===== config.mk =====
export PLATFORM = sky130hd
export DESIGN_NAME = dll_ctrl
export DESIGN_NICKNAME = d
export VERILOG_FILES = /design/src/rtl/dll_pkg.sv /design/src/rtl/dll_ctrl.sv
export SDC_FILE = /design/constraint.sdc
export NUM_CORES = 1
export LEC_CHECK = 0
export CAP_MARGIN = 15
export CORE_UTILIZATION = 60
export DETAILED_ROUTE_END_ITERATION = 10
export DONT_BUFFER_PORTS = 1
export PLACE_DENSITY = 0.75
export SYNTH_ARGS = -nofsm -noshare
export SYNTH_HDL_FRONTEND = slang
export SYNTH_SLANG_ARGS = --single-unit

===== constraint.sdc =====
create_clock -name clock -period 6.6 [get_ports clock]
set_input_delay 1.32 -clock clock [delete_from_list [all_inputs] [get_ports clock]]
set_output_delay 1.32 -clock clock [all_outputs]
set_load 0.02 [all_outputs]

===== src/rtl/dll_pkg.sv =====
package dll_pkg;

   localparam int CAPACITY   = 256;
   localparam int VALUE_BITS = 32;
   localparam int IDX_BITS   = $clog2(CAPACITY);
   localparam int LINK_BITS  = $clog2(CAPACITY + 1);

   localparam logic [LINK_BITS-1:0] NIL_LINK  = LINK_BITS'(CAPACITY);
   localparam logic [LINK_BITS-1:0] FULL_FREE = LINK_BITS'(CAPACITY);

   typedef enum logic [2:0] {
      ACT_INS_FRONT = 3'd0,
      ACT_INS_BACK  = 3'd1,
      ACT_INS_POS   = 3'd2,
      ACT_DEL_FRONT = 3'd3,
      ACT_DEL_BACK  = 3'd4,
      ACT_DEL_VALUE = 3'd5
   } action_type;

   typedef enum logic [2:0] {
      STAT_OK      = 3'd0,
      STAT_EMPTY   = 3'd1,
      STAT_MISS    = 3'd2,
      STAT_BAD_POS = 3'd3,
      STAT_FULL    = 3'd4
   } status_type;

   typedef enum logic [3:0] {
      FSM_IDLE,
      FSM_DECIDE,
      FSM_ALLOC,
      FSM_WALK,
      FSM_LINK1,
      FSM_LINK2,
      FSM_FRONT1,
      FSM_FRONT2,
      FSM_SEARCH,
      FSM_UNLINK,
      FSM_DONE
   } fsm_state_type;

   typedef struct packed {
      logic [2:0]         action;
      logic signed [31:0] item_value;
      logic [11:0]        position;
   } req_word_type;

   typedef struct packed {
      logic [2:0]           status;
      logic signed [31:0]   removed_value;
      logic [LINK_BITS-1:0] list_length;
   } rsp_word_type;

   typedef struct packed {
      logic [IDX_BITS-1:0]   node_raddr;
      logic                  val_we;
      logic [IDX_BITS-1:0]   val_waddr;
      logic [VALUE_BITS-1:0] val_wdata;
      logic                  nxt_we;
      logic [IDX_BITS-1:0]   nxt_waddr;
      logic [LINK_BITS-1:0]  nxt_wdata;
      logic                  prv_we;
      logic [IDX_BITS-1:0]   prv_waddr;
      logic [LINK_BITS-1:0]  prv_wdata;
      logic [IDX_BITS-1:0]   fre_raddr;
      logic                  fre_we;
      logic [IDX_BITS-1:0]   fre_waddr;
      logic [IDX_BITS-1:0]   fre_wdata;
   } mem_req_type;

   typedef struct packed {
      logic [VALUE_BITS-1:0] val_rdata;
      logic [LINK_BITS-1:0]  nxt_rdata;
      logic [LINK_BITS-1:0]  prv_rdata;
      logic [IDX_BITS-1:0]   fre_rdata;
   } mem_rsp_type;

   // sign-extend the 32-bit input and cut it to the stored width
   function automatic logic [VALUE_BITS-1:0] cut_value(logic signed [31:0] v);
      logic signed [63:0] w;
      w = 64'(v);
      return w[VALUE_BITS-1:0];
   endfunction

   // sign-extend a stored value and cut it to 32 bits
   function automatic logic [31:0] widen_value(logic [VALUE_BITS-1:0] v);
      logic signed [63:0] w;
      w = 64'(signed'(v));
      return w[31:0];
   endfunction

endpackage


===== src/rtl/dll_ctrl.sv =====
module dll_ctrl import dll_pkg::*; (
   input  logic         clock,
   input  logic         reset,
   input  logic         start,
   input  req_word_type req_word,
   output logic         idle,
   output logic         done,
   output rsp_word_type result,
   output mem_req_type  mem_req,
   input  mem_rsp_type  mem_rsp
);

   fsm_state_type         state_ff, state_in;
   action_type            act_ff;
   logic [VALUE_BITS-1:0] val_ff;
   logic [11:0]           pos_ff;
   logic [LINK_BITS-1:0]  head_ff, tail_ff;
   logic [LINK_BITS-1:0]  count_ff, free_ff, minfree_ff;
   logic [IDX_BITS-1:0]   n_ff, cur_ff;
   logic [LINK_BITS-1:0]  p_ff, q_ff;
   logic [LINK_BITS-1:0]  hops_ff;
   status_type            status_ff;
   logic [31:0]           removed_ff;

   logic [LINK_BITS-1:0]  top_slot;
   logic [IDX_BITS-1:0]   new_node;
   logic                  match;
   logic                  front_ins;
   logic                  pos_over;
   status_type            decide_status;

   assign top_slot  = free_ff - LINK_BITS'(1);
   // slots below the low-water mark were never pushed and still hold their own index
   assign new_node  = (top_slot < minfree_ff) ? top_slot[IDX_BITS-1:0] : mem_rsp.fre_rdata;
   assign match     = (act_ff != ACT_DEL_VALUE) || (mem_rsp.val_rdata == val_ff);
   assign front_ins = (act_ff == ACT_INS_FRONT)
                   || ((act_ff == ACT_INS_BACK) && (tail_ff == NIL_LINK))
                   || ((act_ff == ACT_INS_POS) && (pos_ff == 12'd1));
   assign pos_over  = 32'(pos_ff) > (32'(count_ff) + 32'd1);

   always_comb begin
      decide_status = STAT_OK;
      case (act_ff)
         ACT_INS_FRONT, ACT_INS_BACK: begin
            if (free_ff == '0) begin
               decide_status = STAT_FULL;
            end
         end
         ACT_INS_POS: begin
            if (pos_ff == '0) begin
               decide_status = STAT_BAD_POS;
            end else if (free_ff == '0) begin
               decide_status = STAT_FULL;
            end else if (pos_over) begin
               decide_status = STAT_MISS;
            end
         end
         ACT_DEL_FRONT, ACT_DEL_BACK, ACT_DEL_VALUE: begin
            if (head_ff == NIL_LINK) begin
               decide_status = STAT_EMPTY;
            end
         end
         default: begin
         end
      endcase
   end

   always_comb begin
      state_in = state_ff;
      case (state_ff)
         FSM_IDLE: begin
            if (start) begin
               state_in = FSM_DECIDE;
            end
         end
         FSM_DECIDE: begin
            case (act_ff)
               ACT_INS_FRONT, ACT_INS_BACK: begin
                  state_in = (free_ff == '0) ? FSM_DONE : FSM_ALLOC;
               end
               ACT_INS_POS: begin
                  state_in = ((pos_ff == '0) || (free_ff == '0) || pos_over)
                           ? FSM_DONE : FSM_ALLOC;
               end
               ACT_DEL_FRONT, ACT_DEL_BACK, ACT_DEL_VALUE: begin
                  state_in = (head_ff == NIL_LINK) ? FSM_DONE : FSM_SEARCH;
               end
               default: begin
                  state_in = FSM_DONE;
               end
            endcase
         end
         FSM_ALLOC: begin
            if (front_ins) begin
               state_in = FSM_FRONT1;
            end else if (act_ff == ACT_INS_BACK) begin
               state_in = FSM_LINK1;
            end else begin
               state_in = FSM_WALK;
            end
         end
         FSM_WALK: begin
            if (hops_ff == '0) begin
               state_in = FSM_LINK1;
            end
         end
         FSM_LINK1:  state_in = FSM_LINK2;
         FSM_LINK2:  state_in = FSM_DONE;
         FSM_FRONT1: state_in = FSM_FRONT2;
         FSM_FRONT2: state_in = FSM_DONE;
         FSM_SEARCH: begin
            if (match) begin
               state_in = FSM_UNLINK;
            end else if (mem_rsp.nxt_rdata == NIL_LINK) begin
               state_in = FSM_DONE;
            end
         end
         FSM_UNLINK: state_in = FSM_DONE;
         FSM_DONE:   state_in = FSM_IDLE;
         default:    state_in = FSM_IDLE;
      endcase
   end

   always_comb begin
      mem_req            = '0;
      mem_req.node_raddr = cur_ff;
      mem_req.fre_raddr  = top_slot[IDX_BITS-1:0];
      mem_req.val_wdata  = val_ff;
      idle               = (state_ff == FSM_IDLE);
      done               = (state_ff == FSM_DONE);
      case (state_ff)
         FSM_DECIDE: begin
            mem_req.node_raddr = (act_ff == ACT_DEL_BACK) ? tail_ff[IDX_BITS-1:0]
                                                          : head_ff[IDX_BITS-1:0];
         end
         FSM_ALLOC: begin
            mem_req.node_raddr = head_ff[IDX_BITS-1:0];
         end
         FSM_WALK, FSM_SEARCH: begin
            // follow the link just read
            mem_req.node_raddr = mem_rsp.nxt_rdata[IDX_BITS-1:0];
         end
         FSM_LINK1: begin
            mem_req.val_we    = 1'b1;
            mem_req.val_waddr = n_ff;
            mem_req.nxt_we    = 1'b1;
            mem_req.nxt_waddr = n_ff;
            mem_req.nxt_wdata = q_ff;
            mem_req.prv_we    = 1'b1;
            mem_req.prv_waddr = n_ff;
            mem_req.prv_wdata = p_ff;
         end
         FSM_LINK2: begin
            mem_req.nxt_we    = 1'b1;
            mem_req.nxt_waddr = p_ff[IDX_BITS-1:0];
            mem_req.nxt_wdata = LINK_BITS'(n_ff);
            mem_req.prv_we    = (q_ff != NIL_LINK);
            mem_req.prv_waddr = q_ff[IDX_BITS-1:0];
            mem_req.prv_wdata = LINK_BITS'(n_ff);
         end
         FSM_FRONT1: begin
            mem_req.val_we    = 1'b1;
            mem_req.val_waddr = n_ff;
            mem_req.nxt_we    = 1'b1;
            mem_req.nxt_waddr = n_ff;
            mem_req.nxt_wdata = head_ff;
            mem_req.prv_we    = 1'b1;
            mem_req.prv_waddr = n_ff;
            mem_req.prv_wdata = NIL_LINK;
         end
         FSM_FRONT2: begin
            mem_req.prv_we    = (head_ff != NIL_LINK);
            mem_req.prv_waddr = head_ff[IDX_BITS-1:0];
            mem_req.prv_wdata = LINK_BITS'(n_ff);
         end
         FSM_UNLINK: begin
            mem_req.nxt_we    = (p_ff != NIL_LINK);
            mem_req.nxt_waddr = p_ff[IDX_BITS-1:0];
            mem_req.nxt_wdata = q_ff;
            mem_req.prv_we    = (q_ff != NIL_LINK);
            mem_req.prv_waddr = q_ff[IDX_BITS-1:0];
            mem_req.prv_wdata = p_ff;
            mem_req.fre_we    = (free_ff != FULL_FREE);
            mem_req.fre_waddr = free_ff[IDX_BITS-1:0];
            mem_req.fre_wdata = cur_ff;
         end
         default: begin
         end
      endcase
   end

   assign result.status        = status_ff;
   assign result.removed_value = removed_ff;
   assign result.list_length   = count_ff;

   always_ff @(posedge clock) begin
      if (reset) begin
         state_ff   <= FSM_IDLE;
         head_ff    <= NIL_LINK;
         tail_ff    <= NIL_LINK;
         count_ff   <= '0;
         free_ff    <= FULL_FREE;
         minfree_ff <= FULL_FREE;
      end else begin
         state_ff <= state_in;
         case (state_ff)
            FSM_ALLOC: begin
               free_ff  <= top_slot;
               count_ff <= count_ff + LINK_BITS'(1);
               if (top_slot < minfree_ff) begin
                  minfree_ff <= top_slot;
               end
            end
            FSM_LINK2: begin
               if (q_ff == NIL_LINK) begin
                  tail_ff <= LINK_BITS'(n_ff);
               end
            end
            FSM_FRONT2: begin
               if (head_ff == NIL_LINK) begin
                  tail_ff <= LINK_BITS'(n_ff);
               end
               head_ff <= LINK_BITS'(n_ff);
            end
            FSM_UNLINK: begin
               if (p_ff == NIL_LINK) begin
                  head_ff <= q_ff;
               end
               if (q_ff == NIL_LINK) begin
                  tail_ff <= p_ff;
               end
               if (free_ff != FULL_FREE) begin
                  free_ff <= free_ff + LINK_BITS'(1);
               end
               count_ff <= count_ff - LINK_BITS'(1);
            end
            default: begin
            end
         endcase
      end
   end

   always_ff @(posedge clock) begin
      case (state_ff)
         FSM_IDLE: begin
            if (start) begin
               act_ff <= action_type'(req_word.action);
               val_ff <= cut_value(req_word.item_value);
               pos_ff <= req_word.position;
            end
         end
         FSM_DECIDE: begin
            status_ff  <= decide_status;
            removed_ff <= '0;
            cur_ff     <= (act_ff == ACT_DEL_BACK) ? tail_ff[IDX_BITS-1:0]
                                                   : head_ff[IDX_BITS-1:0];
         end
         FSM_ALLOC: begin
            n_ff    <= new_node;
            cur_ff  <= head_ff[IDX_BITS-1:0];
            hops_ff <= LINK_BITS'(pos_ff) - LINK_BITS'(2);
            p_ff    <= tail_ff;
            q_ff    <= NIL_LINK;
         end
         FSM_WALK: begin
            if (hops_ff == '0) begin
               p_ff <= LINK_BITS'(cur_ff);
               q_ff <= mem_rsp.nxt_rdata;
            end else begin
               cur_ff  <= mem_rsp.nxt_rdata[IDX_BITS-1:0];
               hops_ff <= hops_ff - LINK_BITS'(1);
            end
         end
         FSM_SEARCH: begin
            if (match) begin
               p_ff       <= mem_rsp.prv_rdata;
               q_ff       <= mem_rsp.nxt_rdata;
               removed_ff <= widen_value(mem_rsp.val_rdata);
            end else if (mem_rsp.nxt_rdata == NIL_LINK) begin
               status_ff <= STAT_MISS;
            end else begin
               cur_ff <= mem_rsp.nxt_rdata[IDX_BITS-1:0];
            end
         end
         default: begin
         end
      endcase
   end

endmodule


== After elaboration in Yosys (flattened, before gate mapping) ==
Index checks and enable logic that the tools add are counted.

* Register bits: 174
* Input port bits: 108
* Output and inout port bits: 156
* Logic and storage cells: 150

* Add/sub/neg operators: 7
* $lt $le $gt $ge: 2
* Equal/unequal tests: 40
* Multiplexer cells: 50
* Reductions and logical operators: 35

{| class="wikitable"
|+ Operator list
! kind !! count
|-
| two-way mux 9 bit || 11
|-
| case mux 18 bit (5 select lines) || 1
|-
| case mux 9 bit (3 select lines) || 3
|-
| case mux 18 bit (4 select lines) || 1
|-
| case mux 9 bit (2 select lines) || 4
|-
| case mux 32 bit (2 select lines) || 1
|-
| equality test 9 bit, second input constant || 5
|-
| two-way mux 8 bit || 5
|-
| != test 9 bit, second input constant || 4
|-
| equality test 32 bit || 1
|-
| two-way mux 32 bit || 1
|-
| case mux 4 bit (8 select lines) || 1
|-
| case mux 8 bit (4 select lines) || 1
|-
| subtractor 9 x 1 -> 9 bit, second input constant || 3
|-
| two-way mux 4 bit || 6
|-
| != test 2 bit, second input constant || 12
|-
| case mux 8 bit (3 select lines) || 1
|-
| two-way mux 3 bit || 7
|-
| adder 9 x 1 -> 9 bit, second input constant || 2
|-
| logical NOT 9 bit || 2
|-
| two-way mux 17 bit || 1
|-
| equality test 4 x 3 -> 1 bit, second input constant || 4
|-
| equality test 12 x 1 -> 1 bit, second input constant || 1
|-
| equality test 4 bit, second input constant || 3
|-
| other kinds (28) || 53
|}

== Depth between registers and ports, before layout ==
Gate-level depths: netlist of run 1.

* Depth after elaboration: 7
* Mapped depth: 14
* Depth with buffers taken out: 11

== Worst setup path after synthesis of run 1 ==
Ideal clock, no wire load.

* Kind: in2reg
* From: input port mem_rsp[50] (netlist bit)
* To: register removed_ff[0] (enable)
* Arrival time: 4.886 ns
* Setup slack: 1.234 ns
* Stages: 5
* Path buffers: 0
* Cells stage by stage: xor2_1 nor4_1 nand4_1 or2_2 a311oi_1

* Cells in the longest elaborated chain, start to end: 4

{| class="wikitable"
|+ Ends and longest elaborated chain
! item !! line !! RTL
|-
| from (decl) || dll_ctrl.sv:10 || <nowiki>input mem_rsp_type mem_rsp</nowiki>
|-
| equality test 32 bit || dll_ctrl.sv:35 || <nowiki>assign match = (act_ff != ACT_DEL_VALUE) || (mem_rsp.val_rdata == val_ff);</nowiki>
|-
| logical OR 1 bit || dll_ctrl.sv:35 ||
|-
| != test 2 bit (no line) || -- ||
|-
| AND reduction 2 bit (no line) || -- ||
|-
| to (signal assigned) || dll_ctrl.sv:278 || <nowiki>removed_ff <= widen_value(mem_rsp.val_rdata);</nowiki>
|-
| to (decl) || dll_ctrl.sv:23 || <nowiki>logic [31:0] removed_ff;</nowiki>
|}

Every way passes these cells.
A chain may end at the register's enable or synchronous reset.

==> flow_summary.toml, run 1 <==
[setup_path]
cp_max_fo = 10
worstReg2RegStart = "free_ff[0]"
arrival_ns = 4.96
crit_type = "reg2reg"
crit_required_ns = 6.79
reg2reg_slack_ns = 1.82
worstSetupStartpoint = "free_ff[0]"
critPathCaptureType = "register"
start_kind = "register"

[timing]
final.setup_skew_ns = 0.01228
fmax_mhz = 209.3
setup_violations = 0
rsz0062_at_grt = "no"
min_period_over_period_pct = 72.38
tightest_slew_ns = 1.149
relSlewSlack_pct = 23.09
report.final.slew_viol_count = 0
setup_tns_ns = 0
period_minus_slack_ns = 4.777
report.final.hold_viol_count = 0
worst_slack_ns = 1.823

[power_and_ir_drop]
p_seq_share_pct = 43.2
power_switching_mw = 2.688
p_total_mw = 5.793
intPower_mw = 3.105
p_comb_share_pct = 39.5
ir_drop_v = 0.0005044
switching_share_pct = 46.41
powerDensity_nw_per_um2 = 564.5
clkPwrFrac_pct = 17.3
leakagePower_nw = 3.972

[clock_tree]
postCtsResizedCells = 0
path_clk_slew_ns = 0.07
cts-buffers-inserted = 17
cts_tree = "built"
cts.path.max_buffers = 2
h-tree-depth = 4
cts_hold_buf = 0
numClockSinks = 174
clk-insertion-delay-late_ns = 0.43
cts-root-buf = "clkbuf_16"
cts_setup_buffers = 0

[hold_path]
hp-start = "tail_ff[8]"
min_path_type = "reg2reg"

[route]
viasPerCell = 6.788
dr.pass1.iters = 6
wirelength_um = 26780
ant_nets = 0
wl_per_cell_um = 23.68
drcViolationCount = 0
drtIter0Drc = 865
vias = 7677

[flow_run]
maxCapViolations = 0

[synth]
synth_edf_count = 125
synth_warnings = 0
synthesis.area_um2 = 9630
synth_nets = 1077
ys_types = 80
synth_seq_area_share_pct = 49.16
ys.flop_type = "edfxtp_1"
yosys_register_bits = 174
avgSynthCellArea_um2 = 10.28
synthCells = 937
async_flop_share_pct = 0

[grt]
grt_max_degree = 52
first_global_vias = 7274
grt_pass1_wl_um = 40220
antenna_found_initial = 1
grt.total_usage_pct = 31.93
gr-total-overflow = 0

[placed_design]
io_buffers = 0
dpl.hpwl_um = 19710
pre_cts_slack_ns = 1.912
gp_congestion = 1.006

[cells_and_area]
mostFrequentLayoutCell = "edfxtp_1"
final_cell_mix = "125 x edfxtp_1, 104 x nand2_1, 62 x nor2_1, 52 x xor2_1, 49 x dfxtp_1"
syn_to_final_growth_pct = 6.548
drive_above_1_share_pct = 8.043
fin_nets = 1047
final_core_util_pct = 66.51
diodes = 0
nFillCells = 1216

[floorplan]
initial_core_util_pct = 62.42
rows = 45
die_height_um = 128.7
die_area_um2 = 16560
fp.dieW_um = 128.7
core_um2 = 15430
io_pins = 264

[outcome]
outcome = "finished clean"
[through the flow]
step / cells / hold slack [ns] / instance area [µm²]
final: 1131 / 0.4943 / 10260
after global routing: 1131 / 0.5275 / 10260
after floorplan: 937 / 0.4569 / 9630
after global placement: 1099 / 0.4762 / 9677
after CTS: 1131 / 0.4927 / 10260
after detailed placement: 1099 / 0.4833 / 9677
[layer usage]
metal | track usage, % | up-vias | routed length, µm
li1 | - | 3437 | -
met1 | 39.28 | 3628 | 9966
met2 | 52.21 | 530 | 12770
met3 | 9.480 | 82 | 3201
met4 | 13.91 | 0 | 842
met5 | 0 | - | 0
[power by group through the flow]
| stage | Clock (mW) | Sequential [mW] | Combinational, mW |
|---|---|---|---|
| floorplan | 0 | 2.28 | 1.90 |
| global placement | 0 | 2.48 | 2.17 |
| detailed placement | 0 | 2.50 | 2.25 |
| CTS | 1.02 | 2.48 | 2.26 |
| global route | 1.05 | 2.54 | 2.51 |
| finish | 1.00 | 2.50 | 2.29 |
[final cells by class]
cell class | instances | area, µm² | share of cell area (%)
sequential | 174 | 4735 | 46.14
multi-input combinational | 669 | 4487 | 43.73
clock buffer | 18 | 429.2 | 4.182
tap | 211 | 264.0 | 2.573
clock inverter | 14 | 155.1 | 1.512
inverter | 39 | 146.4 | 1.427
timing repair buffer | 6 | 45.04 | 0.4390
[Yosys cell counts, types with 3 or more instances]
library cell  count  area share [%]
a311oi_1         18             1.6
buf_6             4            0.47
dfxtp_1          49              10
mux2i_1           3            0.31
and2_1           26             1.7
nor2_1           63             2.5
buf_1             3            0.12
xnor2_1          14             1.3
buf_2            17            0.88
nand4b_1          4            0.36
a21oi_1          31             1.6
a221o_1          15             1.6
nor2b_1          10            0.65
nand3_1          17            0.88
nor4_1           21             1.4
nand4_1           6            0.39
edfxtp_1        125              39
a21boi_0          3            0.23
a211oi_1          8            0.62
a21o_1           11            0.86
a22o_1            9            0.82
a222oi_1         16             1.7
o21a_1            3            0.23
o31ai_1           4            0.31
buf_4             9            0.70
a22oi_1           9            0.70
o211ai_1          3            0.23
nor3_1           39             2.0
o22ai_1           3            0.19
or2_2             5            0.32
and3_1           48             3.1
a31oi_1           8            0.52
clkbuf_1         22            0.86
xor2_1           52             4.7
inv_1            36             1.4
or3_1             7            0.45
nand2_1         104             4.1
nand2b_1          6            0.39
ha_1             31             4.0
o21ai_0          21             1.1
nor2_2            3            0.19
[cells by family after synthesis]
group / synth area share [%]
simple gates: 20.25
flops: 49.16
xor+xnor: 6.171
buf+inv: 4.547
mux: 0.5457
fa+ha+maj: 4.235
compound gates: 15.08
[flip-flops by register name (all words and copies together), names as in the netlist]
signal / count
act_ff: 3
count_ff: 9
cur_ff: 8
free_ff: 9
head_ff: 9
hops_ff: 9
minfree_ff: 9
n_ff: 8
p_ff: 9
pos_ff: 12
q_ff: 9
removed_ff: 32
state_ff: 4
status_ff: 3
tail_ff: 9
val_ff: 32
[worst max-delay path, stage by stage (launching register included)]
cell and delay (ns):
dfxtp_1 0.40, inv_1 0.29, ha_1 0.26, or3b_1 0.44, nor3_1 0.21, xor2_1 0.66
ha_1 0.40, a211oi_1 0.28, a21oi_1 0.14, a211oi_1 0.81, buf_4 0.29, mux2_2 0.33
[worst paths after layout]
path | to | depth (start not counted)
setup / recovery | n_ff[2] | 11
hold / removal | tail_ff[8] | 2
setup reg to reg | n_ff[2] | 11
hold reg to reg | tail_ff[8] | 2
Power figures use the tool's default switching activity.
==> inputs of run 2 (changes only) <==
- clock period: 6.6 -> 4.6 ns (I/O delays scaled with it)
==> flow_summary.toml, run 2 (synthesized netlist as in run 1, its figures left out) <==
[setup_path]
arrival_ns = 2.91
start_kind = "register"
cp_max_fo = 17
crit_family = "compound AO/OA/AOI/OAI gates"
slowest_stage = "a21oi_2"
cp_cell_sequence = "nor2_1 > nand2_1 > a21oi_2 > a222oi_1 > inv_1"
critPathCaptureType = "output port"
crit_required_ns = 3.68
cp_slowest_stage_delay_ns = 0.69
crit_type = "reg2out"
path_buf_inv = 1

[timing]
setup_violations = 0
min_period_over_period_pct = 83.33
report.final.hold_viol_count = 0
setup_tns_ns = 0
final.setup_skew_ns = 0.01507
fmax_mhz = 260.9
relSlewSlack_pct = 19.36
rsz0062_at_grt = "no"
period_minus_slack_ns = 3.833
tightest_slew_ns = 1.200
report.final.slew_viol_count = 0

[floorplan]
core_um2 = 15430
fp.dieW_um = 128.7
rows = 45
initial_core_util_pct = 62.42
io_pins = 264
die_height_um = 128.7
die_area_um2 = 16560

[cells_and_area]
top_regs = "removed_ff (32), val_ff (32), pos_ff (12)"
nFillCells = 1239
syn_to_final_growth_pct = 7.015
fin_nets = 1055
drive_above_1_share_pct = 8.944
diodes = 0
final_cell_mix = "125 x edfxtp_1, 104 x nand2_1, 62 x nor2_1, 52 x xor2_1, 49 x dfxtp_1"
multiInputGateArea_um2 = 4487
ff_latch_area_um2 = 4735
mostFrequentLayoutCell = "edfxtp_1"
final_core_util_pct = 66.80

[clock_tree]
cts-root-buf = "clkbuf_16"
postCtsResizedCells = 0
cts-buffers-inserted = 17
cts_hold_buf = 0
numClockSinks = 174
clk-insertion-delay-late_ns = 0.43
h-tree-depth = 4
cts_setup_buffers = 0
cts.path.max_buffers = 2
path_clk_slew_ns = 0.07
cts_tree = "built"

[hold_path]
min_path_type = "reg2reg"

[placed_design]
dpl.hpwl_um = 20080
io_buffers = 0
gp_congestion = 0.9748

[route]
wl_per_cell_um = 23.94
vias = 7725
viasPerCell = 6.782
wirelength_um = 27270
ant_nets = 0
drcViolationCount = 0
drtIter0Drc = 794
dr.pass1.iters = 7

[grt]
grt_max_degree = 48
grt_pass1_wl_um = 41180
gr-total-overflow = 0
antenna_found_initial = 1
grt.total_usage_pct = 32.76
first_global_vias = 7259

[power_and_ir_drop]
powerDensity_nw_per_um2 = 810.6
ir_drop_v = 0.0008649
leakagePower_nw = 3.990

[outcome]
outcome = "finished clean"

[flow_run]
maxCapViolations = 0
==> run 2: cell count changes in the layout (fill, tap and decap cells not counted), sizes merged <==
cell / before / now
clkinv: 5 / 4
bufinv: 2 / 0
buf: 6 / 14
clkinvlp: 2 / 5
==> run 2: metal layers <==
metal  GRT usage, %  vias to the layer above  routed length, µm  share of wire, %
met4          13.01                        0                744               2.7
li1               -                     3456                  -                 -
met5              0                        -                  0                 0
met1          40.83                     3730              10270                38
met2          53.45                      470              13060                48
met3          9.896                       69               3199                12
==> run 2: worst paths after layout <==
check / to / slack [ns] / depth (start not counted) / startpoint
worst min-delay path: tail_ff[8] / 0.51 / 2 / tail_ff[8]
worst max register to register: minfree_ff[0] / 1.08 / 12 / free_ff[0]
worst max-delay path: mem_req[45] / 0.77 / 5 / state_ff[0]
worst min register to register: tail_ff[8] / 0.51 / 2 / tail_ff[8]
==> run 2: power by group <==
group | internal (mW) | total [mW] | leakage (nW) | switching (mW)
combinational | 1.14 | 3.39 | 2.15 | 2.25
clock | 0.711 | 1.38 | 0.258 | 0.669
sequential | 2.58 | 3.58 | 1.58 | 1.00
==> run 2: final cells by class <==
cell class,count,share of cell area [%]
repair buffers,14,1.141
clock buffers,18,4.164
inverters,39,1.420
multi-input cells,669,43.54
clock inverters,14,1.238
flip-flops and latches,174,45.94
well taps,211,2.562
==> run 2: tightest hold or removal path: cells and delay by family (launching register included) <==
family | cells | cell delay [ns]
AOI/OAI and AO/OA | 1 | 0.08
buffers and inverters | 1 | 0.06
DFF | 1 | 0.31
==> run 2: through the flow <==
| stage | hold WS (ns) | worst slack, ns | instances | power [mW] | cell area, µm² |
|---|---|---|---|---|---|
| global route | 0.5417 | 0.5619 | 1139 | 8.761 | 10310 |
| global placement | 0.4778 | 1.296 | 1107 | 6.761 | 9749 |
| floorplan | 0.4569 | 0.8802 | 937 | 5.998 | 9637 |
| CTS | 0.5072 | 0.8298 | 1139 | 8.280 | 10310 |
| finish | 0.5086 | 0.7667 | 1139 | 8.354 | 10310 |
| detailed placement | 0.4964 | 1.096 | 1107 | 6.912 | 9749 |
